==> src/sprq_pkg.sv <==
// Package for the sorted priority ring queue: field widths, codes, entry and result types.
package sprq_pkg;

	// Default number of entries held by the queue.
	localparam int DEFAULT_CAPACITY = 16;

	// Field widths of a transaction.
	localparam int PRIO_W    = 8;
	localparam int PAYLOAD_W = 32;
	localparam int OCC_W     = 5;
	localparam int STATUS_W  = 2;

	// Operation codes.
	localparam logic OP_ENQ = 1'b0;
	localparam logic OP_DEQ = 1'b1;

	// Status codes reported with every result.
	typedef enum logic [STATUS_W-1:0] {
		STATUS_OK    = 2'd0,
		STATUS_FULL  = 2'd1,
		STATUS_EMPTY = 2'd2
	} status_t;

	// Controller states.
	typedef enum logic [2:0] {
		ST_IDLE,
		ST_DEQ,
		ST_SHIFT,
		ST_PLACE,
		ST_RESP
	} state_t;

	// One stored entry.
	typedef struct packed {
		logic [PRIO_W-1:0]    prio;
		logic [PAYLOAD_W-1:0] payload;
	} entry_t;

	// One result as handed from the controller to the output register.
	typedef struct packed {
		status_t              status;
		logic [PRIO_W-1:0]    prio;
		logic [PAYLOAD_W-1:0] payload;
		logic [OCC_W-1:0]     occupancy;
		logic                 is_empty;
		logic                 is_full;
	} result_t;

endpackage

==> src/sprq_if.sv <==
// Channel interfaces of the sorted priority ring queue: request and result.
interface sprq_in_if;
	import sprq_pkg::*;

	logic                 valid;
	logic                 ready;
	logic                 op;
	logic [PRIO_W-1:0]    in_priority;
	logic [PAYLOAD_W-1:0] in_payload;

	modport source (output valid, output op, output in_priority, output in_payload,
		input ready);
	modport sink (input valid, input op, input in_priority, input in_payload,
		output ready);
endinterface

interface sprq_out_if;
	import sprq_pkg::*;

	logic                 valid;
	logic                 ready;
	logic [STATUS_W-1:0]  status;
	logic [PRIO_W-1:0]    out_priority;
	logic [PAYLOAD_W-1:0] out_payload;
	logic [OCC_W-1:0]     occupancy;
	logic                 is_empty;
	logic                 is_full;

	modport source (output valid, output status, output out_priority, output out_payload,
		output occupancy, output is_empty, output is_full, input ready);
	modport sink (input valid, input status, input out_priority, input out_payload,
		input occupancy, input is_empty, input is_full, output ready);
endinterface

==> src/sprq_mem.sv <==
// Entry store: one write port and one registered read port.
module sprq_mem #(
	parameter int DEPTH = sprq_pkg::DEFAULT_CAPACITY
) (
	input  logic                         clk,
	input  logic                         wr_en,
	input  logic [$clog2(DEPTH)-1:0]     wr_addr,
	input  sprq_pkg::entry_t             wr_data,
	input  logic                         rd_en,
	input  logic [$clog2(DEPTH)-1:0]     rd_addr,
	output sprq_pkg::entry_t             rd_data
);
	import sprq_pkg::*;

	entry_t mem_q [DEPTH];

	// Write port.
	always_ff @(posedge clk) begin
		if (wr_en) begin
			mem_q[wr_addr] <= wr_data;
		end
	end

	// Registered read port.
	always_ff @(posedge clk) begin
		if (rd_en) begin
			rd_data <= mem_q[rd_addr];
		end
	end

endmodule

==> src/sprq_ctrl.sv <==
// Queue controller: head and count registers, sorted insert sequencer and dequeue.
module sprq_ctrl #(
	parameter int CAPACITY = sprq_pkg::DEFAULT_CAPACITY
) (
	input  logic                          clk,
	input  logic                          arst_n,
	sprq_in_if.sink                       in_ch,
	output logic                          res_valid,
	input  logic                          res_ready,
	output sprq_pkg::result_t             res,
	output logic                          wr_en,
	output logic [$clog2(CAPACITY)-1:0]   wr_addr,
	output sprq_pkg::entry_t              wr_data,
	output logic                          rd_en,
	output logic [$clog2(CAPACITY)-1:0]   rd_addr,
	input  sprq_pkg::entry_t              rd_data
);
	import sprq_pkg::*;

	localparam int IDX_W = $clog2(CAPACITY);
	localparam int CNT_W = $clog2(CAPACITY + 1);
	localparam logic [CNT_W-1:0] CNT_FULL = CNT_W'(CAPACITY);
	localparam logic [IDX_W:0]   CAP_EXT  = (IDX_W + 1)'(CAPACITY);
	localparam logic [IDX_W-1:0] IDX_LAST = IDX_W'(CAPACITY - 1);

	state_t               state_q, state_d;
	logic [IDX_W-1:0]     head_q;
	logic [CNT_W-1:0]     count_q, count_d;
	logic [CNT_W-1:0]     pos_q;
	logic [PRIO_W-1:0]    prio_q;
	logic [PAYLOAD_W-1:0] payload_q;
	result_t              res_q, res_d;
	logic                 res_ld;
	logic                 head_adv;
	logic                 pos_ld;
	logic                 pos_dec;
	logic                 in_fire;
	logic [IDX_W-1:0]     wr_off;
	logic [IDX_W-1:0]     rd_off;
	logic [CNT_W-1:0]     pos_m1;
	logic [CNT_W-1:0]     pos_m2;
	logic [CNT_W-1:0]     cnt_m1;

	// Slot of the entry that lies a given distance behind the head.
	function automatic logic [IDX_W-1:0] ring_slot(input logic [IDX_W-1:0] head,
		input logic [IDX_W-1:0] off);
		logic [IDX_W:0] sum;
		sum = {1'b0, head} + {1'b0, off};
		if (sum >= CAP_EXT) begin
			sum = sum - CAP_EXT;
		end
		return sum[IDX_W-1:0];
	endfunction

	assign in_fire = in_ch.valid && in_ch.ready;
	assign pos_m1  = pos_q - CNT_W'(1);
	assign pos_m2  = pos_q - CNT_W'(2);
	assign cnt_m1  = count_q - CNT_W'(1);
	assign wr_addr = ring_slot(head_q, wr_off);
	assign rd_addr = ring_slot(head_q, rd_off);
	assign res_valid = (state_q == ST_RESP);
	assign res = res_q;

	// State register.
	always_ff @(posedge clk or negedge arst_n) begin
		if (!arst_n) begin
			state_q <= ST_IDLE;
		end else begin
			state_q <= state_d;
		end
	end

	// Next state, memory accesses and result assembly.
	always_comb begin
		state_d     = state_q;
		in_ch.ready = 1'b0;
		wr_en       = 1'b0;
		wr_off      = '0;
		wr_data     = '{prio: prio_q, payload: payload_q};
		rd_en       = 1'b0;
		rd_off      = '0;
		res_ld      = 1'b0;
		head_adv    = 1'b0;
		pos_ld      = 1'b0;
		pos_dec     = 1'b0;
		count_d     = count_q;
		res_d       = '{status: STATUS_OK, prio: '0, payload: '0, occupancy: '0,
			is_empty: 1'b0, is_full: 1'b0};
		unique case (state_q)
			ST_IDLE: begin
				in_ch.ready = 1'b1;
				if (in_ch.valid) begin
					if (in_ch.op == OP_ENQ) begin
						if (count_q == CNT_FULL) begin
							res_d.status = STATUS_FULL;
							res_ld       = 1'b1;
							state_d      = ST_RESP;
						end else if (count_q == '0) begin
							// First entry goes straight to the head slot.
							wr_en   = 1'b1;
							wr_data = '{prio: in_ch.in_priority, payload: in_ch.in_payload};
							count_d = count_q + CNT_W'(1);
							res_ld  = 1'b1;
							state_d = ST_RESP;
						end else begin
							rd_en   = 1'b1;
							rd_off  = cnt_m1[IDX_W-1:0];
							pos_ld  = 1'b1;
							state_d = ST_SHIFT;
						end
					end else begin
						if (count_q == '0) begin
							res_d.status = STATUS_EMPTY;
							res_ld       = 1'b1;
							state_d      = ST_RESP;
						end else begin
							rd_en   = 1'b1;
							state_d = ST_DEQ;
						end
					end
				end
			end
			ST_DEQ: begin
				res_d.prio    = rd_data.prio;
				res_d.payload = rd_data.payload;
				head_adv      = 1'b1;
				count_d       = cnt_m1;
				res_ld        = 1'b1;
				state_d       = ST_RESP;
			end
			ST_SHIFT: begin
				wr_en  = 1'b1;
				wr_off = pos_q[IDX_W-1:0];
				if (rd_data.prio > prio_q) begin
					// Move the larger entry one slot toward the tail, fetch the next one.
					wr_data = rd_data;
					pos_dec = 1'b1;
					if (pos_q == CNT_W'(1)) begin
						state_d = ST_PLACE;
					end else begin
						rd_en  = 1'b1;
						rd_off = pos_m2[IDX_W-1:0];
					end
				end else begin
					count_d = count_q + CNT_W'(1);
					res_ld  = 1'b1;
					state_d = ST_RESP;
				end
			end
			ST_PLACE: begin
				wr_en   = 1'b1;
				wr_off  = pos_q[IDX_W-1:0];
				count_d = count_q + CNT_W'(1);
				res_ld  = 1'b1;
				state_d = ST_RESP;
			end
			ST_RESP: begin
				if (res_ready) begin
					state_d = ST_IDLE;
				end
			end
			default: begin
				state_d = ST_IDLE;
			end
		endcase
		res_d.occupancy = OCC_W'(count_d);
		res_d.is_empty  = (count_d == '0);
		res_d.is_full   = (count_d == CNT_FULL);
	end

	// Head pointer and occupancy count.
	always_ff @(posedge clk or negedge arst_n) begin
		if (!arst_n) begin
			head_q  <= '0;
			count_q <= '0;
		end else begin
			count_q <= count_d;
			if (head_adv) begin
				head_q <= (head_q == IDX_LAST) ? '0 : head_q + IDX_W'(1);
			end
		end
	end

	// Insert position, captured transaction and pending result.
	always_ff @(posedge clk) begin
		if (in_fire) begin
			prio_q    <= in_ch.in_priority;
			payload_q <= in_ch.in_payload;
		end
		if (pos_ld) begin
			pos_q <= count_q;
		end else if (pos_dec) begin
			pos_q <= pos_m1;
		end
		if (res_ld) begin
			res_q <= res_d;
		end
	end

	// The count never goes beyond the capacity.
	assert property (@(posedge clk) disable iff (!arst_n) count_q <= CNT_FULL)
		else $error("entry count exceeds capacity");

	// While shifting there is always an entry in front of the insert position.
	assert property (@(posedge clk) disable iff (!arst_n)
		(state_q == ST_SHIFT) |-> (pos_q != '0))
		else $error("shift step with insert position at the head");

	// The prefetch of the next entry never touches the slot being written.
	assert property (@(posedge clk) disable iff (!arst_n)
		(state_q == ST_SHIFT && rd_en && wr_en) |-> (rd_addr != wr_addr))
		else $error("read and write collide during shift");

	// An accepted transaction always leaves the idle state.
	assert property (@(posedge clk) disable iff (!arst_n)
		in_fire |=> (state_q != ST_IDLE))
		else $error("accepted transaction not processed");

endmodule

==> src/sorted_priority_ring_queue_top.sv <==
// Top level of the sorted priority ring queue: controller, entry store and result register.
//
// Requests arrive on in_ch (valid/ready): op selects enqueue or dequeue of the head,
// in_priority and in_payload describe a new entry. Every request produces exactly one
// result transaction on out_ch with a status, the dequeued entry (zero otherwise), the
// occupancy after the operation and the empty and full flags.
// Entries are held sorted by ascending priority, equal priorities in arrival order.
// One request is processed at a time. A dequeue reads the head entry and passes it on as
// its result; a rejected request goes straight to its result. An enqueue walks from the
// tail toward the head, moving one larger entry per cycle through the single read and
// write port of the entry store, then writes the new entry into the freed slot; an
// enqueue into an empty queue writes the head slot directly. The result is presented on
// out_ch through the output register.
// A new request is taken as soon as the previous result has entered the output register,
// so a waiting result does not hold up the next request; if the receiver stalls with a
// result still in the output register, the finished result waits inside the controller
// and no further request is accepted.
// Reset empties the queue and clears all handshake state; the entry store needs no
// clearing pass, as only slots that have been written are ever read.
module sorted_priority_ring_queue_top #(
	parameter int CAPACITY = sprq_pkg::DEFAULT_CAPACITY
) (
	input  logic        clk,
	input  logic        arst_n,
	sprq_in_if.sink     in_ch,
	sprq_out_if.source  out_ch
);
	import sprq_pkg::*;

	localparam int IDX_W = $clog2(CAPACITY);

	logic              res_valid;
	logic              res_ready;
	result_t           res;
	logic              wr_en;
	logic [IDX_W-1:0]  wr_addr;
	entry_t            wr_data;
	logic              rd_en;
	logic [IDX_W-1:0]  rd_addr;
	entry_t            rd_data;
	logic              out_valid_q;
	result_t           out_q;

	sprq_ctrl #(
		.CAPACITY(CAPACITY)
	) u_ctrl (
		.clk       (clk),
		.arst_n    (arst_n),
		.in_ch     (in_ch),
		.res_valid (res_valid),
		.res_ready (res_ready),
		.res       (res),
		.wr_en     (wr_en),
		.wr_addr   (wr_addr),
		.wr_data   (wr_data),
		.rd_en     (rd_en),
		.rd_addr   (rd_addr),
		.rd_data   (rd_data)
	);

	sprq_mem #(
		.DEPTH(CAPACITY)
	) u_mem (
		.clk     (clk),
		.wr_en   (wr_en),
		.wr_addr (wr_addr),
		.wr_data (wr_data),
		.rd_en   (rd_en),
		.rd_addr (rd_addr),
		.rd_data (rd_data)
	);

	// Output register: takes a result when empty or when the current one leaves.
	assign res_ready = !out_valid_q || out_ch.ready;

	always_ff @(posedge clk or negedge arst_n) begin
		if (!arst_n) begin
			out_valid_q <= 1'b0;
		end else if (res_ready) begin
			out_valid_q <= res_valid;
		end
	end

	always_ff @(posedge clk) begin
		if (res_ready && res_valid) begin
			out_q <= res;
		end
	end

	assign out_ch.valid        = out_valid_q;
	assign out_ch.status       = out_q.status;
	assign out_ch.out_priority = out_q.prio;
	assign out_ch.out_payload  = out_q.payload;
	assign out_ch.occupancy    = out_q.occupancy;
	assign out_ch.is_empty     = out_q.is_empty;
	assign out_ch.is_full      = out_q.is_full;

endmodule
==> src/flat_wrapper.sv <==
// flat-port wrapper written by rule: the top's interface ports become plain ports
module sorted_priority_ring_queue_top_flat import sprq_pkg::*;
#(
	parameter int CAPACITY = sprq_pkg::DEFAULT_CAPACITY
)
  (clk, arst_n, in_ch_valid, in_ch_op, in_ch_in_priority, in_ch_in_payload, in_ch_ready, out_ch_valid, out_ch_status, out_ch_out_priority, out_ch_out_payload, out_ch_occupancy, out_ch_is_empty, out_ch_is_full, out_ch_ready);
  sprq_in_if in_ch_i ();
  sprq_out_if out_ch_i ();
  input  logic clk;
  input  logic arst_n;
  input wire logic [$bits(in_ch_i.valid)-1:0] in_ch_valid;
  input wire logic [$bits(in_ch_i.op)-1:0] in_ch_op;
  input wire logic [$bits(in_ch_i.in_priority)-1:0] in_ch_in_priority;
  input wire logic [$bits(in_ch_i.in_payload)-1:0] in_ch_in_payload;
  output wire logic [$bits(in_ch_i.ready)-1:0] in_ch_ready;
  output wire logic [$bits(out_ch_i.valid)-1:0] out_ch_valid;
  output wire logic [$bits(out_ch_i.status)-1:0] out_ch_status;
  output wire logic [$bits(out_ch_i.out_priority)-1:0] out_ch_out_priority;
  output wire logic [$bits(out_ch_i.out_payload)-1:0] out_ch_out_payload;
  output wire logic [$bits(out_ch_i.occupancy)-1:0] out_ch_occupancy;
  output wire logic [$bits(out_ch_i.is_empty)-1:0] out_ch_is_empty;
  output wire logic [$bits(out_ch_i.is_full)-1:0] out_ch_is_full;
  input wire logic [$bits(out_ch_i.ready)-1:0] out_ch_ready;
  assign in_ch_i.valid = in_ch_valid;
  assign in_ch_i.op = in_ch_op;
  assign in_ch_i.in_priority = in_ch_in_priority;
  assign in_ch_i.in_payload = in_ch_in_payload;
  assign in_ch_ready = in_ch_i.ready;
  assign out_ch_valid = out_ch_i.valid;
  assign out_ch_status = out_ch_i.status;
  assign out_ch_out_priority = out_ch_i.out_priority;
  assign out_ch_out_payload = out_ch_i.out_payload;
  assign out_ch_occupancy = out_ch_i.occupancy;
  assign out_ch_is_empty = out_ch_i.is_empty;
  assign out_ch_is_full = out_ch_i.is_full;
  assign out_ch_i.ready = out_ch_ready;
  sorted_priority_ring_queue_top #(.CAPACITY(CAPACITY)) u_core (.clk(clk), .arst_n(arst_n), .in_ch(in_ch_i), .out_ch(out_ch_i));
endmodule
==> config.mk <==
export PLATFORM = sky130hd
export DESIGN_NAME = sorted_priority_ring_queue_top_flat
export DESIGN_NICKNAME = d
export VERILOG_FILES = /design/src/sprq_pkg.sv /design/src/sprq_if.sv /design/src/sprq_mem.sv /design/src/sprq_ctrl.sv /design/src/sorted_priority_ring_queue_top.sv /design/src/flat_wrapper.sv
export SDC_FILE = /design/constraint.sdc
export NUM_CORES = 1
export LEC_CHECK = 0
export ABC_AREA = 1
export BUFFER_PORTS_ARGS = -buffer_cell sky130_fd_sc_hd__buf_2
export CAP_MARGIN = 20
export CELL_PAD_IN_SITES_DETAIL_PLACEMENT = 0
export CELL_PAD_IN_SITES_GLOBAL_PLACEMENT = 1
export CORE_MARGIN = 5
export CORE_UTILIZATION = 35
export DETAILED_ROUTE_END_ITERATION = 6
export GPL_ROUTABILITY_DRIVEN = 0
export HOLD_SLACK_MARGIN = 0.1
export PLACE_DENSITY_LB_ADDON = 0.15
export SLEW_MARGIN = 15
export SYNTH_ARGS = -nofsm -noshare
export SYNTH_HDL_FRONTEND = slang
export SYNTH_SLANG_ARGS = --single-unit
==> constraint.sdc <==
create_clock -name clk -period 6.1 [get_ports clk]
set_clock_uncertainty 0.15 [all_clocks]
set_input_delay 0 -clock clk [delete_from_list [all_inputs] [get_ports clk]]
set_output_delay 0 -clock clk [all_outputs]
set_load 0.02 [all_outputs]
==> flow_summary.ini, run 1 <==
[global_route]
grt_max_degree = 180
grt_use_total = 0.186
grt_overflow = 0
grt_pass1_wl_um = 143000
antenna_found_initial = 0
grt_pass1_vias = 21700

[logic_synthesis]
ys_ff_latch = 836
netlist_area_um2 = 33900
yosysMostFrequentCell = edfxtp_1
netlist.area_leader.share = 0.730
yosysSeqAreaShare = 0.739
netlist_top_cells_count = edfxtp_1 (823), nand2_1 (464), o21ai_0 (300)
yosys.area.top_type = edfxtp_1
ys_types = 42
synth_async_sr_flop_share = 0.0156
ys_top_cells_by_area = edfxtp_1 (73%), nand2_1 (5.1%), o21ai_0 (4.4%), nor2_1 (3.0%), a32o_1 (2.4%)
synth-edff-count = 823
synth_fp_nets = 2696
synthFlopType = edfxtp_1
synthCells = 2626
ys_warn_count = 0
syn_avg_cell_area_um2 = 12.9

[timing]
grt_setup_unrepaired = no
fmax_mhz = 211
slew_headroom = 0.278
maxSlewViolCount = 0
period_share = 0.778
fin_hold_ws_ps = 214
hold_violations = 0
setup_viol = 0
period_needed_ps = 4750
setup_total_negative_slack_ps = 0
worstMarginPinSlew_ps = 1080

[clock_tree]
cts_buffers = 93
clk_latency_ps = 650
cts_setup_buffers = 0
cts_root_buf = clkbuf_16
cts_tree = done
cts_num_sinks = 836
cts_buffer_depth = 3
h-tree-depth = 3
clk_pin_slew_worst_paths_ps = 60

[place]
hpwl_um = 49800
place_area_um2 = 36000
port_buffers = 95

[pwr]
power.leakage_uw = 0.0140
vdd_drop_max_mv = 0.807
p_per_area_nw_per_um2 = 615

[final_layout]
syn_to_final_growth_pct = 18.1
diodes = 0
nNetsFinal = 2878
fin_area_um2 = 40000
nFillCells = 9064
final_layout_size_suffix_gt1_frac = 0.122

[status]
status = finished clean

[worst_setup_path]
cp-startpoint = u_core.u_mem.rd_data[38]
cp-end-kind = register
reg2reg_slack_ps = 1350
critPathRequiredTime_ps = 6460
r2r_start = u_core.u_mem.rd_data[38]
r2r_end = u_core.u_mem.rd_data[12]
cp-endpoint = u_core.u_mem.rd_data[12]
critical_path_class = reg2reg
start_kind = register
arrival_ps = 5110
reg2reg_depth = 15
worst-path-max-fanout = 39

[floorplanning]
io_pins = 96
die-area_um2 = 103000
die_h_um = 321
rows = 114
core_region_area_um2 = 96400
die_x_um = 321
start_util = 0.351

[worst_hold_path]
hold_class = in2reg
whs_path_depth = 3

[drt]
routed_via_density = 5.22
ant_nets = 0
route.detailed.drc = 0
wl_um = 98200
drt_first_pass_iters = 5
drtIter0Drc = 1768
vias = 21700
wire_per_inst_um = 23.6

[flow_run]
maxCapViolCount = 0
[repair_timing]
item / in CTS / in global routing
hold buffers: 87 / 0
gates resized for setup: 0 / 0
endpoints found under the setup margin: 0 / 0
hold endpoints to repair: 591 / 0
[critical path: stages, from the launching register on]
cell,delay [ps]
edfxtp_1,420
ha_1,320
nand2_1,70
nor2_1,220
nand4_2,280
nand4_1,360
o22ai_1,190
ha_4,210
fa_2,860
buf_4,600
o21ai_0,180
o22ai_1,190
nand2_1,70
o21ai_0,180
nand3_1,130
nand2_1,130
[cells by family (layout without fill, tap and decap cells)]
kind of cell,count (synthesis),after routing,share of synthesized area
buffers and inverters,293,550,0.0356
adders and majority gates,25,25,0.00968
AOI/OAI and AO/OA,637,637,0.115
DFF,836,836,0.739
xor gates and xnor gates,16,16,0.00414
and+or+nand+nor,819,819,0.0964
[layer usage]
metal	GRT usage	up-vias	share of wire
li1	-	9967	-
met1	0.260	11000	0.45
met2	0.307	578	0.47
met3	0.0272	144	0.053
met4	0.0531	0	0.023
met5	0	-	0
[stage by stage]
stage / power, uW / utilization / worst slack, ps / cells
2_1_floorplan: 15700 / - / 663 / 2626
3_3_place_gp: 19000 / 0.373 / 1380 / 3889
3_5_place_dp: 19200 / 0.374 / 1360 / 3891
4_1_cts: 24800 / 0.413 / 1330 / 4148
5_1_grt: 26300 / 0.415 / 1050 / 4159
6_report: 24600 / 0.415 / 1350 / 4159
[area by class of cell]
cell class	instances	area, um2	area share
sequential	836	25000	0.626
clock inverter	47	399	0.00998
multi-input combinational	1497	7920	0.198
timing repair buffer	252	2010	0.0504
inverter	128	494	0.0124
clock buffer	123	2530	0.0633
tap	1276	1600	0.0399
[flip-flops by register name (all words and copies together), names as in the netlist]
| name | count |
|---|---|
| u_core.u_mem.mem_q | 640 |
| u_core.u_ctrl.res | 49 |
| u_core.u_mem.rd_data | 40 |
| u_core.out_ch.out_payload | 32 |
| u_core.u_ctrl.payload_q | 32 |
| u_core.out_ch.out_priority | 8 |
| u_core.u_ctrl.prio_q | 8 |
| u_core.out_ch.occupancy | 5 |
| u_core.u_ctrl.count_q | 5 |
| u_core.u_ctrl.pos_q | 5 |
| u_core.u_ctrl.head_q | 4 |
| u_core.u_ctrl.state_q | 3 |
| u_core.out_ch.status | 2 |
| u_core.out_ch.is_empty | 1 |
| u_core.out_ch.is_full | 1 |
| u_core.out_ch.valid | 1 |
[power breakdown]
group	internal [uW]	total, uW	switching (uW)
registers	8640	8910	267
clock network	3160	5400	2240
logic	2990	10300	7300
total	14800	24600	9810
[cell usage in the layout, fill, tap and decap left out, types with 3 or more instances in the layout]
| cell | synthesis | final |
|---|---|---|
| a21oi_1 | 90 | 90 |
| a2bb2oi_1 | 35 | 17 |
| a2bb2oi_2 | 0 | 18 |
| a31oi_1 | 40 | 40 |
| a32o_1 | 80 | 80 |
| buf_12 | 0 | 12 |
| buf_2 | 62 | 98 |
| buf_4 | 2 | 48 |
| bufinv_16 | 0 | 6 |
| clkbuf_1 | 87 | 23 |
| clkbuf_16 | 0 | 95 |
| clkbuf_4 | 0 | 7 |
| clkbuf_8 | 0 | 5 |
| clkinv_1 | 3 | 24 |
| clkinv_2 | 0 | 14 |
| dfrtp_1 | 13 | 13 |
| dlygate4sd3_1 | 0 | 87 |
| edfxtp_1 | 823 | 823 |
| ha_1 | 23 | 22 |
| inv_1 | 121 | 120 |
| inv_2 | 4 | 4 |
| nand2_1 | 464 | 463 |
| nand3_1 | 61 | 61 |
| nand4_1 | 5 | 5 |
| nor2_1 | 270 | 252 |
| nor2_4 | 2 | 20 |
| o211ai_1 | 3 | 3 |
| o21ai_0 | 300 | 299 |
| o22ai_1 | 84 | 84 |
| xnor2_1 | 6 | 5 |
| xor2_1 | 10 | 10 |
[how the worst min path moves through the flow]
stage / endpoint / from
2_1_floorplan: u_core.out_ch.valid / arst_n
3_3_place_gp: u_core.u_ctrl.count_q[2] / arst_n
3_5_place_dp: u_core.u_ctrl.count_q[2] / arst_n
4_1_cts: u_core.u_ctrl.res[48] / in_ch_op
5_1_grt: u_core.u_ctrl.res[48] / in_ch_op
6_report: u_core.u_ctrl.res[48] / in_ch_op
Note: power is estimated with default switching activity, not from simulation.
==> run 2, diff against run 1 <==
--- a/config.mk
+++ b/config.mk
@@ -5,7 +5,7 @@
 export SDC_FILE = /design/constraint.sdc
 export NUM_CORES = 1
 export LEC_CHECK = 0
-export ABC_AREA = 1
+export ABC_AREA = 0
 export BUFFER_PORTS_ARGS = -buffer_cell sky130_fd_sc_hd__buf_2
 export CAP_MARGIN = 20
 export CELL_PAD_IN_SITES_DETAIL_PLACEMENT = 0
==> constraint.sdc (replaced) <==
create_clock -name clk -period 4.25 [get_ports clk]
set_clock_uncertainty 0.15 [all_clocks]
set_input_delay 0 -clock clk [delete_from_list [all_inputs] [get_ports clk]]
set_output_delay 0 -clock clk [all_outputs]
set_load 0.02 [all_outputs]
==> run 2 against run 1 <==
Clock power rose by 39%. Synthesized area fell by 4.0%. Wire length fell by 11%. Sequential share of layout area fell by 0.15 points. Core utilization rose by 2.1 points. Register-to-register slack got worse by 1300 ps. Synthesized cell count fell by 40%. Highest routed layer unchanged. Sequential power rose by 34%.
==> flow_summary.ini, run 2 <==
[pwr]
combPwrFrac = 0.412
vdd_drop_max_mv = 0.513
seq_power_share = 0.360
intPower_uw = 22100
power.leakage_uw = 0.0136
finalPower_uw = 33000
p_per_area_nw_per_um2 = 823
swShare = 0.330
switchingPower_uw = 10900
clkPwrFrac = 0.228

[timing]
setup_viol = 0
layout_setup_ws_ps = 35.9
maxSlewViolCount = 0
period_share = 0.992
hold_violations = 0
grt_setup_unrepaired = yes
period_needed_ps = 4210
worstMarginPinSlew_ps = 994
fmax_mhz = 237
fin_hold_ws_ps = 267
slew_headroom = 0.337

[clock_tree]
h-tree-depth = 3
cts_tree = done
cts_num_sinks = 836
clk_pin_slew_worst_paths_ps = 60
cts_buffer_depth = 3
cts_buffers = 92
cts_root_buf = clkbuf_16
clk_latency_ps = 660

[logic_synthesis]
syn_avg_cell_area_um2 = 20.5
yosys.area.top_type = edfxtp_1
netlist_top_cells_count = edfxtp_1 (823), mux4_2 (160), mux2i_1 (122)
synth-edff-count = 823
synth_async_sr_flop_share = 0.0156
yosysSeqAreaShare = 0.770
synthCells = 1584
netlist.area_leader.share = 0.760
synthFlopType = edfxtp_1
ys_ff_latch = 836
yosysMostFrequentCell = edfxtp_1
ys_top_cells_by_area = edfxtp_1 (76%), mux4_2 (11%), mux2i_1 (3.8%), nand2_1 (1.2%), dfrtp_1 (1.0%)
synth_fp_nets = 1654
netlist_area_um2 = 32500
ys_types = 55
ys_warn_count = 0

[global_route]
antenna_found_initial = 1
grt_max_degree = 50
grt_pass1_wl_um = 125000
grt_use_total = 0.174
grt_pass1_vias = 17300
grt_overflow = 0

[drt]
drtIter0Drc = 1261
routed_via_density = 5.10
ant_nets = 0
drt_first_pass_iters = 5
wire_per_inst_um = 26.9
vias = 16500
wl_um = 87000
route.detailed.drc = 0

[worst_setup_path]
r2r_start = u_core.u_ctrl.prio_q[1]
reg2reg_depth = 15
cp-end-kind = register
r2r_end = u_core.u_mem.rd_data[39]
critPathRequiredTime_ps = 4470
cp-startpoint = u_core.u_ctrl.prio_q[1]
cp-endpoint = u_core.u_mem.rd_data[39]
reg2reg_slack_ps = 40
start_kind = register
arrival_ps = 4430
critical_path_class = reg2reg
worst-path-max-fanout = 7

[place]
hpwl_um = 46300
preCtsSetupSlack_ps = -135
port_buffers = 95

[floorplanning]
die-area_um2 = 99100
core_region_area_um2 = 91900
die_x_um = 315
rows = 111
die_h_um = 315
io_pins = 96
start_util = 0.354

[worst_hold_path]
hold_class = reg2reg

[final_layout]
fin_util = 0.436
regMostFlops = u_core.u_mem.mem_q
layout_commonest_cell = edfxtp_1
nNetsFinal = 1986
final_cell_mix = edfxtp_1 (823), mux4_2 (160), mux2i_1 (120)
largest_reg_flops = 640
syn_to_final_growth_pct = 23.4
final_layout_size_suffix_gt1_frac = 0.283

[status]
status = finished clean

[flow_run]
maxCapViolCount = 0
run 2: per-layer routing:
layer,vias up,wire [um],global-route usage
met5,-,0,0
met3,105,4100,0.0265
li1,7123,-,-
met2,399,42400,0.286
met4,0,1630,0.0420
met1,8861,38800,0.247
run 2: critical path, cell delays in order (launching register included):
cell,delay [ps]
edfxtp_1,400
inv_2,90
ha_4,200
nor2b_4,120
o211ai_1,330
a21oi_2,130
o211a_4,260
o31ai_4,60
o21ai_2,110
ha_4,170
fa_4,910
buf_12,210
clkbuf_16,180
mux4_2,290
mux2i_1,140
mux2i_1,160
run 2: how the worst min path moves through the flow:
stage,end,startpoint,cells past startpoint
after detailed placement,u_core.out_ch.valid,arst_n,1
after global routing,u_core.out_ch.out_priority[1],u_core.u_ctrl.res[40],0
after floorplan,u_core.out_ch.valid,arst_n,0
after global placement,u_core.out_ch.valid,arst_n,1
after CTS,u_core.out_ch.occupancy[1],u_core.u_ctrl.res[3],0
final,u_core.out_ch.out_payload[11],u_core.u_ctrl.res[18],0
run 2: power by group through the flow:
stage               clock network [uW]  logic, uW  registers, uW
floorplan                            0       7660          12000
global placement                     0      12700          12000
detailed placement                   0      12800          12000
CTS                               7720      13200          11900
global route                      8090      14600          12000
finish                            7510      13600          11900
run 2: what timing repair did:
action                                  in CTS  in global routing
pin swaps                                    3                  5
gates resized for setup                      6                 21
hold buffers                                89                  0
hold endpoints to repair                   743                  0
cloned                                       3                  8
endpoints found under the setup margin      39                 40
setup buffers                                5                  3
run 2: final cells by class:
class	instances	area, um2
Antenna cell	1	2.50
Clock buffer	110	2390
Clock inverter	59	458
Fill cell	8052	51800
Inverter	19	71.3
Multi-Input combinational cell	653	7380
Sequential cell	836	25000
Tap cell	1243	1560
Timing Repair Buffer	314	3200
run 2: through the flow:
step,instances,cell area [um2],TNS [ps]
2_1_floorplan,1584,32500,-28250
6_report,3235,40100,0
3_5_place_dp,2957,35900,-1760
3_3_place_gp,2957,35900,-966
4_1_cts,3223,39800,-139
5_1_grt,3234,40100,-751
run 2: cell families (layout without fill, tap and decap cells):
| family | count (synthesis) | after routing | share of synthesized area |
|---|---|---|---|
| other | 0 | 1 | 0 |
| and+or+nand+nor | 235 | 235 | 0.0344 |
| adders and majority gates | 25 | 25 | 0.0101 |
| muxes | 284 | 284 | 0.149 |
| buffers and inverters | 95 | 502 | 0.0117 |
| xor gates and xnor gates | 15 | 15 | 0.00404 |
| AOI/OAI and AO/OA | 94 | 94 | 0.0203 |
| DFF | 836 | 836 | 0.770 |
